<file path="src/hdl/rrbip_pkg.sv">
// Types and constants of the receive ring buffer with integer parser.
`default_nettype none

package rrbip_pkg;

    localparam int unsigned BUFFER_DEPTH_DEF = 64;

    localparam int unsigned BYTE_W    = 8;
    localparam int unsigned VALUE_W   = 64;
    localparam int unsigned LIMIT_W   = 16;

    localparam logic [LIMIT_W-1:0] TIMEOUT_RESET = 16'd10000;

    localparam logic [BYTE_W-1:0] CHAR_MINUS  = 8'h2D;
    localparam logic [BYTE_W-1:0] CHAR_DOLLAR = 8'h24;
    localparam logic [BYTE_W-1:0] CHAR_ZERO   = 8'h30;

    typedef enum logic [1:0] {
        REQ_PUSH  = 2'd0,
        REQ_READ  = 2'd1,
        REQ_FLUSH = 2'd2,
        REQ_PARSE = 2'd3
    } t_req;

    // Buffer stage to parser stage.
    typedef struct packed {
        t_req req;
        logic popped;
        logic nonempty;
    } t_stage;

    typedef struct packed {
        logic [BYTE_W-1:0]         read_byte;
        logic                      read_valid;
        logic                      buffer_nonempty;
        logic signed [VALUE_W-1:0] number_value;
        logic                      number_done;
        logic                      timed_out;
    } t_result;

endpackage

`default_nettype wire

</file>
<file path="src/hdl/rrbip_buffer.sv">
// Ring buffer pointers and byte store; registers the byte at the read pointer for the parser.
`default_nettype none

module rrbip_buffer #(
    parameter int unsigned BUFFER_DEPTH = rrbip_pkg::BUFFER_DEPTH_DEF
) (
    input  wire                               i_clk,
    input  wire                               i_rst_n,
    input  wire                               i_accept,
    input  wire  [1:0]                        i_req_type,
    input  wire  [rrbip_pkg::BYTE_W-1:0]      i_rx_byte,
    output rrbip_pkg::t_stage                 o_stage,
    output logic [rrbip_pkg::BYTE_W-1:0]      o_rd_data
);

    localparam int unsigned PTR_W = $clog2(BUFFER_DEPTH);

    logic [rrbip_pkg::BYTE_W-1:0] r_mem [BUFFER_DEPTH];
    logic [PTR_W-1:0]             r_wr_ptr, n_wr_ptr;
    logic [PTR_W-1:0]             r_rd_ptr, n_rd_ptr;
    rrbip_pkg::t_stage            r_stage, n_stage;
    logic [rrbip_pkg::BYTE_W-1:0] r_rd_data;
    rrbip_pkg::t_req              req;
    logic                         empty;
    logic [PTR_W-1:0]             wr_inc, rd_inc;

    function automatic logic [PTR_W-1:0] next_ptr(input logic [PTR_W-1:0] p);
        next_ptr = (p == PTR_W'(BUFFER_DEPTH - 1)) ? '0 : p + 1'b1;
    endfunction

    assign req    = rrbip_pkg::t_req'(i_req_type);
    assign empty  = (r_wr_ptr == r_rd_ptr);
    assign wr_inc = next_ptr(r_wr_ptr);
    assign rd_inc = next_ptr(r_rd_ptr);

    always_comb begin
        n_wr_ptr       = r_wr_ptr;
        n_rd_ptr       = r_rd_ptr;
        n_stage.req    = req;
        n_stage.popped = 1'b0;
        unique case (req)
            rrbip_pkg::REQ_PUSH: begin
                n_wr_ptr = wr_inc;
                if (wr_inc == r_rd_ptr) begin
                    n_rd_ptr = rd_inc;
                end
            end
            rrbip_pkg::REQ_READ, rrbip_pkg::REQ_PARSE: begin
                if (!empty) begin
                    n_rd_ptr       = rd_inc;
                    n_stage.popped = 1'b1;
                end
            end
            rrbip_pkg::REQ_FLUSH: begin
                n_wr_ptr = r_rd_ptr;
            end
            default: begin
                n_wr_ptr = r_wr_ptr;
            end
        endcase
        n_stage.nonempty = (n_wr_ptr != n_rd_ptr);
    end

    always_ff @(posedge i_clk) begin
        if (!i_rst_n) begin
            r_wr_ptr <= '0;
            r_rd_ptr <= '0;
        end else if (i_accept) begin
            r_wr_ptr <= n_wr_ptr;
            r_rd_ptr <= n_rd_ptr;
        end
    end

    always_ff @(posedge i_clk) begin
        if (i_accept) begin
            r_stage   <= n_stage;
            r_rd_data <= r_mem[r_rd_ptr];
        end
    end

    always_ff @(posedge i_clk) begin
        if (i_accept && req == rrbip_pkg::REQ_PUSH) begin
            r_mem[r_wr_ptr] <= i_rx_byte;
        end
    end

    assign o_stage   = r_stage;
    assign o_rd_data = r_rd_data;

endmodule

`default_nettype wire

</file>
<file path="src/hdl/rrbip_parser.sv">
// Decimal parser state, timeout register and result register.
`default_nettype none

module rrbip_parser (
    input  wire                               i_clk,
    input  wire                               i_rst_n,
    input  wire                               i_adv,
    input  rrbip_pkg::t_stage                 i_stage,
    input  wire  [rrbip_pkg::BYTE_W-1:0]      i_rd_data,
    input  wire                               i_cfg_wr_en,
    input  wire  [rrbip_pkg::LIMIT_W-1:0]     i_cfg_wr_data,
    output rrbip_pkg::t_result                o_result
);

    logic [rrbip_pkg::VALUE_W-1:0] r_acc, n_acc;
    logic                          r_neg, n_neg;
    logic [rrbip_pkg::LIMIT_W-1:0] r_wait, n_wait;
    logic [rrbip_pkg::LIMIT_W-1:0] r_limit;
    rrbip_pkg::t_result            r_res, n_res;
    logic [rrbip_pkg::LIMIT_W-1:0] wait_inc;
    logic [rrbip_pkg::VALUE_W-1:0] acc_mac;

    assign wait_inc = r_wait + 1'b1;
    // acc * 10 + byte - '0', mod 2^64
    assign acc_mac  = (r_acc << 3) + (r_acc << 1)
                    + {{(rrbip_pkg::VALUE_W - rrbip_pkg::BYTE_W){1'b0}}, i_rd_data}
                    - {{(rrbip_pkg::VALUE_W - rrbip_pkg::BYTE_W){1'b0}}, rrbip_pkg::CHAR_ZERO};

    always_comb begin
        n_acc                 = r_acc;
        n_neg                 = r_neg;
        n_wait                = r_wait;
        n_res.read_byte       = '0;
        n_res.read_valid      = 1'b0;
        n_res.buffer_nonempty = i_stage.nonempty;
        n_res.number_value    = '0;
        n_res.number_done     = 1'b0;
        n_res.timed_out       = 1'b0;
        if (i_stage.req == rrbip_pkg::REQ_READ && i_stage.popped) begin
            n_res.read_byte  = i_rd_data;
            n_res.read_valid = 1'b1;
        end
        if (i_stage.req == rrbip_pkg::REQ_PARSE) begin
            if (!i_stage.popped) begin
                if (wait_inc >= r_limit) begin
                    n_res.timed_out = 1'b1;
                    n_acc           = '0;
                    n_neg           = 1'b0;
                    n_wait          = '0;
                end else begin
                    n_wait = wait_inc;
                end
            end else if (i_rd_data == rrbip_pkg::CHAR_MINUS) begin
                n_neg = 1'b1;
            end else if (i_rd_data == rrbip_pkg::CHAR_DOLLAR) begin
                n_res.number_value = r_neg ? -$signed(r_acc) : $signed(r_acc);
                n_res.number_done  = 1'b1;
                n_acc              = '0;
                n_neg              = 1'b0;
                n_wait             = '0;
            end else begin
                n_acc = acc_mac;
            end
        end
    end

    always_ff @(posedge i_clk) begin
        if (!i_rst_n) begin
            r_acc  <= '0;
            r_neg  <= 1'b0;
            r_wait <= '0;
        end else if (i_adv) begin
            r_acc  <= n_acc;
            r_neg  <= n_neg;
            r_wait <= n_wait;
        end
    end

    always_ff @(posedge i_clk) begin
        if (!i_rst_n) begin
            r_limit <= rrbip_pkg::TIMEOUT_RESET;
        end else if (i_cfg_wr_en) begin
            r_limit <= i_cfg_wr_data;
        end
    end

    always_ff @(posedge i_clk) begin
        if (i_adv) begin
            r_res <= n_res;
        end
    end

    assign o_result = r_res;

endmodule

`default_nettype wire

</file>
<file path="src/hdl/rx_ring_buffer_int_parser_core.sv">
// Top level: receive ring buffer feeding a decimal integer parser.
//
//   channel  direction  handshake                 payload
//   in       sink       i_in_valid / o_in_stall   i_req_type, i_rx_byte
//   out      source     o_out_valid / i_out_stall o_read_byte .. o_timed_out
//   cfg      sink       i_cfg_wr_en               i_cfg_wr_data (timeout_limit)
//
// One beat per cycle sustained while the output is not stalled.
// The buffer stage updates the pointers, writes the store and reads the byte at the
// read pointer into a register; the parser stage runs the parser and loads the result.
// Synchronous active-low reset clears pointers, parser state and valids;
// the byte store is not cleared. A stalled result holds the parser stage,
// which in turn stalls the input.
`default_nettype none

module rx_ring_buffer_int_parser_core #(
    parameter int unsigned BUFFER_DEPTH = rrbip_pkg::BUFFER_DEPTH_DEF
) (
    input  wire                                     i_clk,
    input  wire                                     i_rst_n,
    input  wire                                     i_in_valid,
    output logic                                    o_in_stall,
    input  wire  [1:0]                              i_req_type,
    input  wire  [rrbip_pkg::BYTE_W-1:0]            i_rx_byte,
    input  wire                                     i_cfg_wr_en,
    input  wire  [rrbip_pkg::LIMIT_W-1:0]           i_cfg_wr_data,
    output logic                                    o_out_valid,
    input  wire                                     i_out_stall,
    output logic [rrbip_pkg::BYTE_W-1:0]            o_read_byte,
    output logic                                    o_read_valid,
    output logic                                    o_buffer_nonempty,
    output logic signed [rrbip_pkg::VALUE_W-1:0]    o_number_value,
    output logic                                    o_number_done,
    output logic                                    o_timed_out
);

    logic                         r_s1_vld, n_s1_vld;
    logic                         r_out_vld, n_out_vld;
    logic                         accept;
    logic                         s1_adv;
    rrbip_pkg::t_stage            stage;
    logic [rrbip_pkg::BYTE_W-1:0] rd_data;
    rrbip_pkg::t_result           result;

    assign s1_adv     = r_s1_vld && (!r_out_vld || !i_out_stall);
    assign o_in_stall = r_s1_vld && !s1_adv;
    assign accept     = i_in_valid && !o_in_stall;

    always_comb begin
        n_s1_vld  = accept ? 1'b1 : (s1_adv ? 1'b0 : r_s1_vld);
        n_out_vld = s1_adv ? 1'b1 : (i_out_stall ? r_out_vld : 1'b0);
    end

    always_ff @(posedge i_clk) begin
        if (!i_rst_n) begin
            r_s1_vld  <= 1'b0;
            r_out_vld <= 1'b0;
        end else begin
            r_s1_vld  <= n_s1_vld;
            r_out_vld <= n_out_vld;
        end
    end

    rrbip_buffer #(
        .BUFFER_DEPTH (BUFFER_DEPTH)
    ) u_buffer (
        .i_clk      (i_clk),
        .i_rst_n    (i_rst_n),
        .i_accept   (accept),
        .i_req_type (i_req_type),
        .i_rx_byte  (i_rx_byte),
        .o_stage    (stage),
        .o_rd_data  (rd_data)
    );

    rrbip_parser u_parser (
        .i_clk         (i_clk),
        .i_rst_n       (i_rst_n),
        .i_adv         (s1_adv),
        .i_stage       (stage),
        .i_rd_data     (rd_data),
        .i_cfg_wr_en   (i_cfg_wr_en),
        .i_cfg_wr_data (i_cfg_wr_data),
        .o_result      (result)
    );

    assign o_out_valid       = r_out_vld;
    assign o_read_byte       = result.read_byte;
    assign o_read_valid      = result.read_valid;
    assign o_buffer_nonempty = result.buffer_nonempty;
    assign o_number_value    = result.number_value;
    assign o_number_done     = result.number_done;
    assign o_timed_out       = result.timed_out;

endmodule

`default_nettype wire

</file>
<file path="config.mk">
export PLATFORM = sky130hd
export DESIGN_NAME = rx_ring_buffer_int_parser_core
export DESIGN_NICKNAME = d
export VERILOG_FILES = /design/src/hdl/rrbip_pkg.sv /design/src/hdl/rrbip_buffer.sv /design/src/hdl/rrbip_parser.sv /design/src/hdl/rx_ring_buffer_int_parser_core.sv
export SDC_FILE = /design/constraint.sdc
export NUM_CORES = 1
export LEC_CHECK = 0
export BUFFER_PORTS_ARGS = -buffer_cell sky130_fd_sc_hd__buf_4
export CORE_ASPECT_RATIO = 0.8
export CORE_MARGIN = 10
export CORE_UTILIZATION = 45
export DETAILED_ROUTE_END_ITERATION = 10
export PLACE_DENSITY = 0.72
export SYNTH_ARGS = -nofsm -noshare
export SYNTH_HDL_FRONTEND = slang
export SYNTH_HIERARCHICAL = 1
export SYNTH_SLANG_ARGS = --single-unit
</file>
<file path="constraint.sdc">
create_clock -name i_clk -period 9.1 [get_ports i_clk]
set_clock_uncertainty 0.2 [all_clocks]
set_input_delay 1.82 -clock i_clk [delete_from_list [all_inputs] [get_ports i_clk]]
set_output_delay 1.82 -clock i_clk [all_outputs]
set_load 0.05 [all_outputs]
</file>
# After elaboration in Yosys (flattened, before gate mapping)
# Memories as Yosys holds them, arrays and structs flattened. A register that Yosys moved wholly into a read port is not among the register bits.
# Cells that the tools add are included.
[totals]
inputBits = 31
n_memories = 1
wordCells = 94
output_inout_bits = 78
ram_bits = 512
ff_bits = 191
[op_classes]
n_reduce_logical = 20
n_bitwise = 3
n_lt_le_gt_ge = 1
add_sub_neg = 7
n_mux = 29
n_eq_ne = 16
[mem_list]
columns = ["memory", "words", "width", "rd", "rd_ports_with_merged_regs", "write_ports", "line", "rtl"]
rows = [
  ["u_buffer.r_mem", 64, 8, 1, 1, 1, "rrbip_buffer.sv:18", "logic [rrbip_pkg::BYTE_W-1:0] r_mem [BUFFER_DEPTH];"],
]
[ops]
columns = ["operator", "n"]
rows = [
  ["64-bit 2-to-1 mux", 5],
  ["64-bit adder", 1],
  ["64-bit by 8-bit adder with 64-bit output", 1],
  ["16-bit 2-to-1 mux", 4],
  ["64-bit negator", 1],
  ["64-bit by 6-bit subtractor with 64-bit output, second input constant", 1],
  ["6-bit 2-to-1 mux", 4],
  ["6-bit one-hot mux with 2 select lines", 2],
  ["16-bit by 1-bit adder with 16-bit output, second input constant", 1],
  ["8-bit by 6-bit equality test with 1-bit output, second input constant", 2],
  ["16-bit greater-or-equal comparator", 1],
  ["1-bit 2-to-1 mux", 14],
  ["6-bit by 1-bit adder with 6-bit output, second input constant", 2],
  ["6-bit equality test", 2],
  ["6-bit equality test, second input constant", 2],
  ["4-bit AND reduction", 3],
  ["2-bit equality test, second input constant", 3],
  ["6-bit != test", 1],
  ["1-bit logical AND", 5],
  ["2-bit by 1-bit equality test with 1-bit output, second input constant", 2],
  ["1-bit logical NOT", 4],
  ["2-bit by 1-bit != test with 1-bit output, second input constant", 2],
  ["2-bit nonzero test", 2],
  ["2-bit OR reduction", 2],
  ["other kinds (7)", 9],
]

# Longest topological paths before layout
# Gate-level depths: netlist of the first run.
[depth]
depth_word = 10
ltp_mapped = 18

# Modules after synthesis
# Netlist of the first run, hierarchy kept.
[by_module_without_submodules]
columns = ["mod", "cells_each", "area_each_um2", "n_inst"]
rows = [
  ["rrbip_buffer", 993, 21280.4, 1],
  ["rrbip_parser", 1647, 13726.9, 1],
  ["rx_ring_buffer_int_parser_core", 8, 83.8, 1],
]

# Worst setup path before layout of the first run
# Ideal clock, no wire load.
[synth_path]
path_type = "in2reg"
start = "in i_out_stall"
end = "reg u_parser/r_acc[10] (netlist name)"
arrival_time_ns = 9.470
setup_ns = 0.070
slack_ns = -0.640
t_required_ns = 8.830
n_path_buf = 2
cell_stages = 8
path_cell_list = "a21boi_0 nand3_1 nor2_1 and2_1 clkbuf_1 clkbuf_1 nand3_1 a21oi_1"
[synth_via]
elab_chain_cells = 4
[synth_lines]
columns = ["item", "line", "rtl"]
rows = [
  ["start: declaration", "rx_ring_buffer_int_parser_core.sv:28", "input wire i_out_stall,"],
  ["1-bit logical NOT", "rx_ring_buffer_int_parser_core.sv:45", "assign s1_adv = r_s1_vld && (!r_out_vld || !i_out_stall);"],
  ["1-bit logical OR", "rx_ring_buffer_int_parser_core.sv:45", ""],
  ["1-bit logical AND", "rx_ring_buffer_int_parser_core.sv:45", ""],
  ["4-bit AND reduction (no source line)", "n/a", ""],
  ["end signal: assignment", "rrbip_parser.sv:73", "r_acc <= n_acc;"],
  ["end: declaration", "rrbip_parser.sv:15", "logic [rrbip_pkg::VALUE_W-1:0] r_acc, n_acc;"],
]
# Every way passes these cells.
# A chain may end at the register's enable or synchronous reset.

# Final worst setup path of the first run
[layout_path]
start = "reg u_buffer.r_rd_data (netlist bit u_buffer/o_rd_data[3]) (read register of u_buffer.r_mem)"
end = "reg u_parser/r_acc[60] (netlist name)"
[layout_via]
elab_chain_cells = 5
word_cells_on_any_way = 9
cone_classes = "add/sub (2); eq/ne (3); mux (3); reduce/logical (1)"
[layout_lines]
columns = ["item", "line", "rtl"]
rows = [
  ["start: declaration", "rrbip_buffer.sv:22", "logic [rrbip_pkg::BYTE_W-1:0] r_rd_data;"],
  ["64-bit by 8-bit adder with 64-bit output", "rrbip_parser.sv:26", "+ {{(rrbip_pkg::VALUE_W - rrbip_pkg::BYTE_W){1'b0}}, i_rd_data}"],
  ["64-bit by 6-bit subtractor with 64-bit output", "rrbip_parser.sv:27", "- {{(rrbip_pkg::VALUE_W - rrbip_pkg::BYTE_W){1'b0}}, rrbip_pkg::CHAR_ZERO};"],
  ["64-bit 2-to-1 mux", "rrbip_parser.sv:55", "end else if (i_rd_data == rrbip_pkg::CHAR_DOLLAR) begin"],
  ["64-bit 2-to-1 mux", "rrbip_parser.sv:53", "end else if (i_rd_data == rrbip_pkg::CHAR_MINUS) begin"],
  ["64-bit 2-to-1 mux", "rrbip_parser.sv:44", "if (!i_stage.popped) begin"],
]
# Several ways; a longest one is shown, not always the timed one. The select of a mux whose other input is x is not followed.

==> metrics.csv, run 1 <==
stage,metric,value,unit
global_routing,grt_max_degree,71,
placement,placed_area,36900,um^2
worst_setup_path,slowest_delay,0.77,ns
sta,hold_viol,0,
cts,cts_tree,built,
cts,clock_sinks,711,
drt,drt-total-wl,85.6,mm
worst_setup_path,critPathKind,reg -> reg,
cts,clock_latency,0.64,ns
global_routing,grt_antenna_before_repair,1,
synth,ys.flop_type,edfxtp_1,
synth,ys_ff_latch,711,
worst_setup_path,critPathCaptureType,flop,
finish,instances_no_fill,3805,
sta,clock.fmax,0.211,GHz
worst_setup_path,cp_slowest_cell,nor3_1,
cts,clk_root_buffer_cell,clkbuf_16,
pwr,peakVddDrop,154,uV
placement,dp_hpwl,56.9,mm
sta,grt_setup_unrepaired,no,
placement,pre_cts_ws,4.23,ns
placement,portBuffers,108,
synth,syn_area,35100,um^2
finish,final_core_util,50.8,%
pwr,p_total,8.17,mW
worst_setup_path,crit_family,simple AND/OR/NAND/NOR gates,
pwr,powerDensity,208,nW/um^2
sta,whs,0.231,ns
worst_setup_path,crit_fanout,5,
finish,num-nets-final,2960,
flow_run,maxCapViolations,0,
global_routing,grt_util_all_layers,18.7,%
cts,cts_resized,0,
synth,netlist_top_cells_area,"edfxtp_1 51%, mux4_2 11%, ha_1 7.1%, dfxtp_1 6.3%, xnor2_1 2.8%",
cts,clk_path_buf_depth,3,
worst_setup_path,start_kind,flop,
drt,drt_iter0_drc,2507,
worst_hold_path,hold_class,reg -> reg,
synth,synthDominantCellAreaShare,51.3,%
finish,num_antenna_cells,0,
sta,relSlewSlack,22.5,%
synth,synth_simple_gate_area_share,8.26,%
sta,postLayoutSetupSlackWorst,4.35,ns
drt,wire_per_inst,22.5,um
cts,ctsHoldBuffers,0,
synth,synth_cell_type_count,79,
die,rows,91,
global_routing,overflow,0,
synth,synth_mux_area_share,11.4,%
die,core,77200,um^2
placement,dp_cells,3675,
drt,routed-via-count,22300,
synth,synth_compound_area_share,7.61,%
cts,cts.clk_slew.worst_paths,0.06,ns
synth,syn_inst,2648,
sta,min_period_over_period,52.2,%
drt,ant_nets,0,
finish,fin_area,39200,um^2
worst_setup_path,required,9.43,ns
die,initial_core_util,45.5,%
synth,syn_area_per_cell,13.3,um^2
sta,drv_slew,0,
synth,yosys.area.top_type,edfxtp_1,
die,fp.dieH,270,um
die,ios,109,
global_routing,grt_pass1_vias,22100,
synth,yosysSeqAreaShare,57.7,%
sta,tightest_slew,1.15,ns
pwr,leakagePower,14.1,nW
global_routing,grt_pass1_wl,133,mm
finish,nFillCells,6438,
cts,post_cts_buffers,0,
finish,post_route_cells_drive_above_1_share,15.9,%
drt,drt_pre_antenna_iters,6,
synth,synth_nets,2883,
finish,seqCellArea,20300,um^2
die,die_w,332,um
worst_setup_path,arrival,5.08,ns
finish,areaGrowthSynthToFinish,11.8,%
sta,setup_viol,0,
drt,drc,0,
synth,yosys_warnings,6,
placement,place_congestion,0.883,
synth,async_reset_ff_share,0,%
die,die_area,89600,um^2
synth,synth_edf_count,600,
sta,period_needed,4.75,ns
drt,via_per_inst,5.85,
sta,setup_tns,0,ns
cts,cts_htree_levels,3,
cts,cts_buffers,71,
synth,synthAdderAreaFrac,7.40,%
synth,synth_xor_area_share,3.69,%
worst_setup_path,cp_num_buf_inv,2,
finish,multi_input_area,13500,um^2
worst_setup_path,cp_cell_sequence,inv_1 > fa_1 > inv_1 > fa_1 > ha_1 > a21oi_1 > nor2_1 > o211a_1 > o21ai_0 > a211oi_1 > nor3_1 > nor2_1 > or4_1 > a32o_1,
synth,synth_top_family_by_area,multiplexers,
run_status,status,finished clean,
==> metal layers <==
metal	global-route usage (%)	up-vias	wire length, um
met3	4.84	131	7950
met2	28.0	972	37600
met1	26.8	11100	38000
li1	-	10000	-
met5	0	-	10
met4	5.19	2	2080
==> state kept, by name (all words and copies together), names as in the netlist <==
| signal | cells |
|---|---|
| o_out_valid | 1 |
| r_s1_vld | 1 |
| u_buffer/o_rd_data | 8 |
| u_buffer/o_stage | 4 |
| u_buffer/r_mem | 512 |
| u_buffer/r_rd_ptr | 6 |
| u_buffer/r_wr_ptr | 6 |
| u_parser/o_result | 76 |
| u_parser/r_acc | 64 |
| u_parser/r_limit | 16 |
| u_parser/r_neg | 1 |
| u_parser/r_wait | 16 |
==> where the power goes <==
part / total (mW) / internal [mW] / switching (mW)
logic: 1.58 / 0.631 / 0.953
registers: 3.61 / 3.57 / 0.0453
clock network: 2.98 / 1.70 / 1.28
total: 8.17 / 5.90 / 2.28
==> cells in the mapped netlist (4+ instances only) <==
library cell and instances:
nor4_1 6, mux4_2 169, or4_1 14, nand2_1 164, a31oi_1 6, o211ai_1 12
dfxtp_1 111, a21oi_1 130, a311oi_1 6, inv_1 230, mux2i_1 19, a21boi_0 4
or4_4 4, nor2_1 209, nor3_1 24, buf_2 23, a21o_1 41, edfxtp_1 600
nor2b_1 17, or2_2 4, fa_1 6, clkbuf_1 76, o21bai_1 7, ha_1 198
xnor2_1 111, xor2_1 37, nand3_1 84, o21ai_0 107, nand3b_1 7, o31ai_1 26
or3_1 9, o41ai_1 11, o21a_1 12, nand2b_1 9, and3_1 22, buf_1 22
a211oi_1 7, and2_1 13, nand4_1 22, a31o_2 5, o211a_1 4
==> worst register-to-register path: stages (launching register included) <==
cell,delay (ns)
edfxtp_1,0.45
inv_1,0.09
fa_1,0.43
inv_1,0.09
fa_1,0.45
ha_1,0.32
a21oi_1,0.22
nor2_1,0.11
o211a_1,0.22
o21ai_0,0.24
a211oi_1,0.13
nor3_1,0.77
nor2_1,0.17
or4_1,0.53
a32o_1,0.25
==> cell type report <==
| class | instances | area share [%] |
|---|---|---|
| Timing Repair Buffer | 129 | 2.47 |
| Sequential cell | 711 | 51.6 |
| Inverter | 231 | 2.21 |
| Tap cell | 1023 | 3.26 |
| Multi-Input combinational cell | 1581 | 34.4 |
| Clock buffer | 88 | 4.69 |
| Clock inverter | 42 | 1.37 |
==> cells by family (layout without fill, tap and decap cells) <==
logic type / count (synthesis) / after routing
simple gates: 620 / 620
xor+xnor: 148 / 148
buf+inv: 356 / 490
mux: 189 / 189
compound gates: 420 / 420
flops: 711 / 711
fa+ha+maj: 204 / 204
==> placed cells by master, fill, tap and decap left out, types with 8 or more instances in the layout <==
cell type,instances
xnor2_1,111
a21oi_1,129
dfxtp_1,106
xor2_1,37
o21a_1,12
mux4_2,169
and2_1,13
nor3_1,24
nand2b_1,9
ha_1,198
or3_1,9
nand4_1,22
edfxtp_1,600
bufinv_16,8
and3_1,22
clkbuf_16,71
inv_1,230
o211ai_1,12
nor2b_1,15
clkbuf_1,17
o41ai_1,11
o31ai_1,26
buf_4,129
a21o_1,41
nand2_1,164
mux2i_1,19
or4_1,14
clkinv_2,12
nor2_1,209
o21ai_0,107
nand3_1,84
==> path summary, 6_finish.rpt <==
path                         start                     to  cells after the start  slack (ns)
max          u_buffer/o_rd_data[3]     u_parser/r_acc[60]                     14        4.35
min            u_buffer/o_stage[0]  u_parser/o_result[66]                      0        0.23
max reg2reg  u_buffer/o_rd_data[3]     u_parser/r_acc[60]                     14        4.35
min reg2reg    u_buffer/o_stage[0]  u_parser/o_result[66]                      0        0.23
No activity file was read; power rests on OpenSTA's default activity.
==> run 2: changes to the inputs <==
==> constraint.sdc (replaced) <==
create_clock -name i_clk -period 4.35 [get_ports i_clk]
set_clock_uncertainty 0.2 [all_clocks]
set_input_delay 0.87 -clock i_clk [delete_from_list [all_inputs] [get_ports i_clk]]
set_output_delay 0.87 -clock i_clk [all_outputs]
set_load 0.05 [all_outputs]
==> metrics.csv, run 2 (same netlist as run 1, synthesis figures left out) <==
stage,metric,value,unit,change
worst_hold_path,holdPathEnd,u_parser/r_wait[13],,
cts,cts_buffers,71,,unchanged
placement,place_congestion,0.896,,+1.5%
sta,min_period_over_period,96.8,%,+45 points
finish,nFillCells,6461,,+0.36%
worst_hold_path,hold_class,reg -> reg,,
cts,cts_tree,built,,
global_routing,grt_use_met1,26.4,%,-0.33 points
sta,setup_viol,0,,unchanged
drt,drt-total-wl,86.4,mm,+0.90%
global_routing,use_met3,4.91,%,+0.064 points
global_routing,grt_use_met2,29.1,%,+1.2 points
finish,instances_no_fill,3908,,+2.7%
finish,largest_reg_flops,512,,unchanged
pwr,p_clk_share,36.2,%,-0.2 points
finish,multi_input_area,13500,um^2,+0.24%
worst_setup_path,reg2reg_to,u_parser/r_acc[63],,
worst_setup_path,cp_slowest_cell,fa_1,,
global_routing,grt_util_all_layers,18.9,%,+0.15 points
cts,ctsHoldBuffers,0,,unchanged
drt,ant_nets,0,,unchanged
finish,final_common_cell,edfxtp_1,,
global_routing,grt_max_degree,66,,-7.0%
finish,num-nets-final,3063,,+3.5%
drt,wire_per_inst,22.1,um,-1.8%
global_routing,grt_antenna_before_repair,3,,+2
pwr,leakagePower,14.7,nW,+4.0%
worst_setup_path,reg2reg_from,u_buffer/o_rd_data[3],,
drt,drc,0,,unchanged
placement,portBuffers,108,,unchanged
finish,largest_register,u_buffer/r_mem,,
cts,clock_latency,0.63,ns,about the same
worst_setup_path,critPathCaptureType,flop,,
worst_setup_path,r2r_cells,16,,+2
worst_hold_path,min-delay-start,u_parser/r_wait[13],,
die,core,77200,um^2,unchanged
die,fp.dieH,270,um,unchanged
cts,clock_sinks,711,,unchanged
pwr,power_frac_seq,44.1,%,about the same
sta,postLayoutSetupSlackWorst,0.139,ns,-4.21 ns
pwr,powerDensity,427,nW/um^2,+100%
finish,areaGrowthSynthToFinish,14.3,%,
drt,routed-via-count,22700,,+1.8%
cts,clk_path_buf_depth,3,,unchanged
die,ios,109,,unchanged
die,die_area,89600,um^2,unchanged
pwr,p_comb_share,19.7,%,+0.3 points
sta,tightest_slew,1.11,ns,-0.0408 ns
placement,pre_cts_ws,0.0619,ns,-4.17 ns
cts,cts.clk_slew.worst_paths,0.06,ns,about the same
sta,relSlewSlack,26.1,%,+3.7 points
placement,dp_hpwl,59.1,mm,+3.8%
worst_setup_path,cp_cell_sequence,inv_1 > fa_1 > inv_1 > ha_1 > ha_1 > inv_1 > fa_1 > nor2b_1 > o2111ai_1 > a211o_1 > a21oi_2 > o21ai_0 > nor2b_4 > o21ba_2 > or4_1 > o211ai_1,,
sta,grt_setup_unrepaired,yes,,
finish,post_route_cells_drive_above_1_share,19.0,%,+3.1 points
worst_setup_path,required,4.68,ns,-4.75 ns
worst_setup_path,path_common_cell,inv_1,,
sta,period_needed,4.21,ns,-0.537 ns
drt,drt_iter0_drc,2331,,-7.0%
run_status,status,finished clean,,
worst_setup_path,cp_num_buf_inv,3,,+1
pwr,power_switching,4.65,mW,+100%
global_routing,grt_pass1_wl,134,mm,+1.0%
sta,hold_viol,0,,unchanged
cts,cts_htree_levels,3,,unchanged
worst_setup_path,crit_family,adder cells,,
drt,drt_pre_antenna_iters,5,,-1
worst_hold_path,holdPathStages,2,,+2
finish,mostFrequentLayoutCells,"600 x edfxtp_1, 230 x inv_1, 224 x buf_4, 209 x nor2_1, 197 x ha_1",,
cts,clk_root_buffer_cell,clkbuf_16,,
worst_setup_path,r2r_slack,0.14,ns,-4.21 ns
worst_setup_path,critPathKind,reg -> reg,,
die,rows,91,,unchanged
pwr,p_int,12.5,mW,+110%
pwr,peakVddDrop,355,uV,+130%
global_routing,grt_pass1_vias,22600,,+2.3%
drt,via_per_inst,5.80,,-0.89%
flow_run,maxCapViolations,0,,unchanged
pwr,switching_share,27.1,%,-0.72 points
sta,clock.fmax,0.237,GHz,+13%
sta,drv_slew,0,,unchanged
die,initial_core_util,45.5,%,unchanged
global_routing,overflow,0,,unchanged
worst_setup_path,start_kind,flop,,
finish,seqCellArea,20200,um^2,about the same
die,die_w,332,um,unchanged
global_routing,grt-busiest-layer,met2,,
worst_setup_path,arrival,4.54,ns,-0.54 ns
worst_setup_path,slowest_delay,0.52,ns,-0.25 ns
worst_setup_path,crit_fanout,5,,unchanged
placement,dp_cells,3777,,+2.8%
[run 2: worst max-delay path by stage]
stage / start / end / slack (ns) / cells after the start
after detailed placement: u_buffer/o_rd_data[3] / u_parser/r_acc[63] / 0.06 / 16
after floorplan: i_out_stall / u_parser/r_acc[10] / 0.28 / 8
after global routing: u_parser/r_acc[21] / u_parser/r_acc[51] / -0.06 / 14
after global placement: u_buffer/o_rd_data[3] / u_parser/r_acc[63] / 0.14 / 16
after CTS: u_buffer/o_rd_data[3] / u_parser/r_acc[63] / 0.007 / 16
final: u_buffer/o_rd_data[3] / u_parser/r_acc[63] / 0.14 / 16
[run 2: layout make-up]
type,count,area share (%)
flip-flops and latches,711,50.5
multi-input cells,1581,33.7
clock buffers,93,4.77
repair buffers,232,4.59
well taps,1023,3.19
inverters,231,2.16
clock inverters,35,1.11
diodes,2,0.0125
[run 2: worst register-to-register path, delay by kind of cell, from the launching register on]
family	cells	cell delay [ns]
AO/OA/AOI/OAI	6	1.21
buffers and inverters	3	0.17
adder cells (fa/ha/maj)	4	1.35
AND/OR/NAND/NOR	3	0.83
flip-flops	1	0.35
[run 2: through the flow]
| stage | area, um^2 | hold slack [ns] | utilization [%] | power, mW | setup TNS (ns) |
|---|---|---|---|---|---|
| after floorplan | 35100 | 0.200 | - | 10.0 | 0 |
| after global placement | 37700 | 0.241 | 48.9 | 10.9 | 0 |
| after detailed placement | 37700 | 0.248 | 48.9 | 11.0 | 0 |
| after CTS | 40100 | 0.246 | 51.9 | 17.2 | 0 |
| after global routing | 40100 | 0.261 | 52.0 | 17.9 | -0.121 |
| final | 40100 | 0.261 | 52.0 | 17.1 | 0 |
[run 2: what timing repair did]
action                     CTS  global route
setup endpoints to repair    0            31
buffers inserted             0             1
resized for setup            0            10
[run 2: power by group through the flow]
stage / Clock, mW / Sequential [mW] / Combinational (mW)
6_report: 6.19 / 7.56 / 3.37
5_1_grt: 6.61 / 7.57 / 3.67
4_1_cts: 6.32 / 7.56 / 3.30
3_5_place_dp: 0 / 7.71 / 3.28
3_3_place_gp: 0 / 7.70 / 3.24
2_1_floorplan: 0 / 7.73 / 2.31
[run 2: layer usage]
metal	wire (um)	vias to the layer above
met5	0	-
met4	1740	0
met3	8450	113
met2	39300	981
met1	36900	11300
li1	-	10200
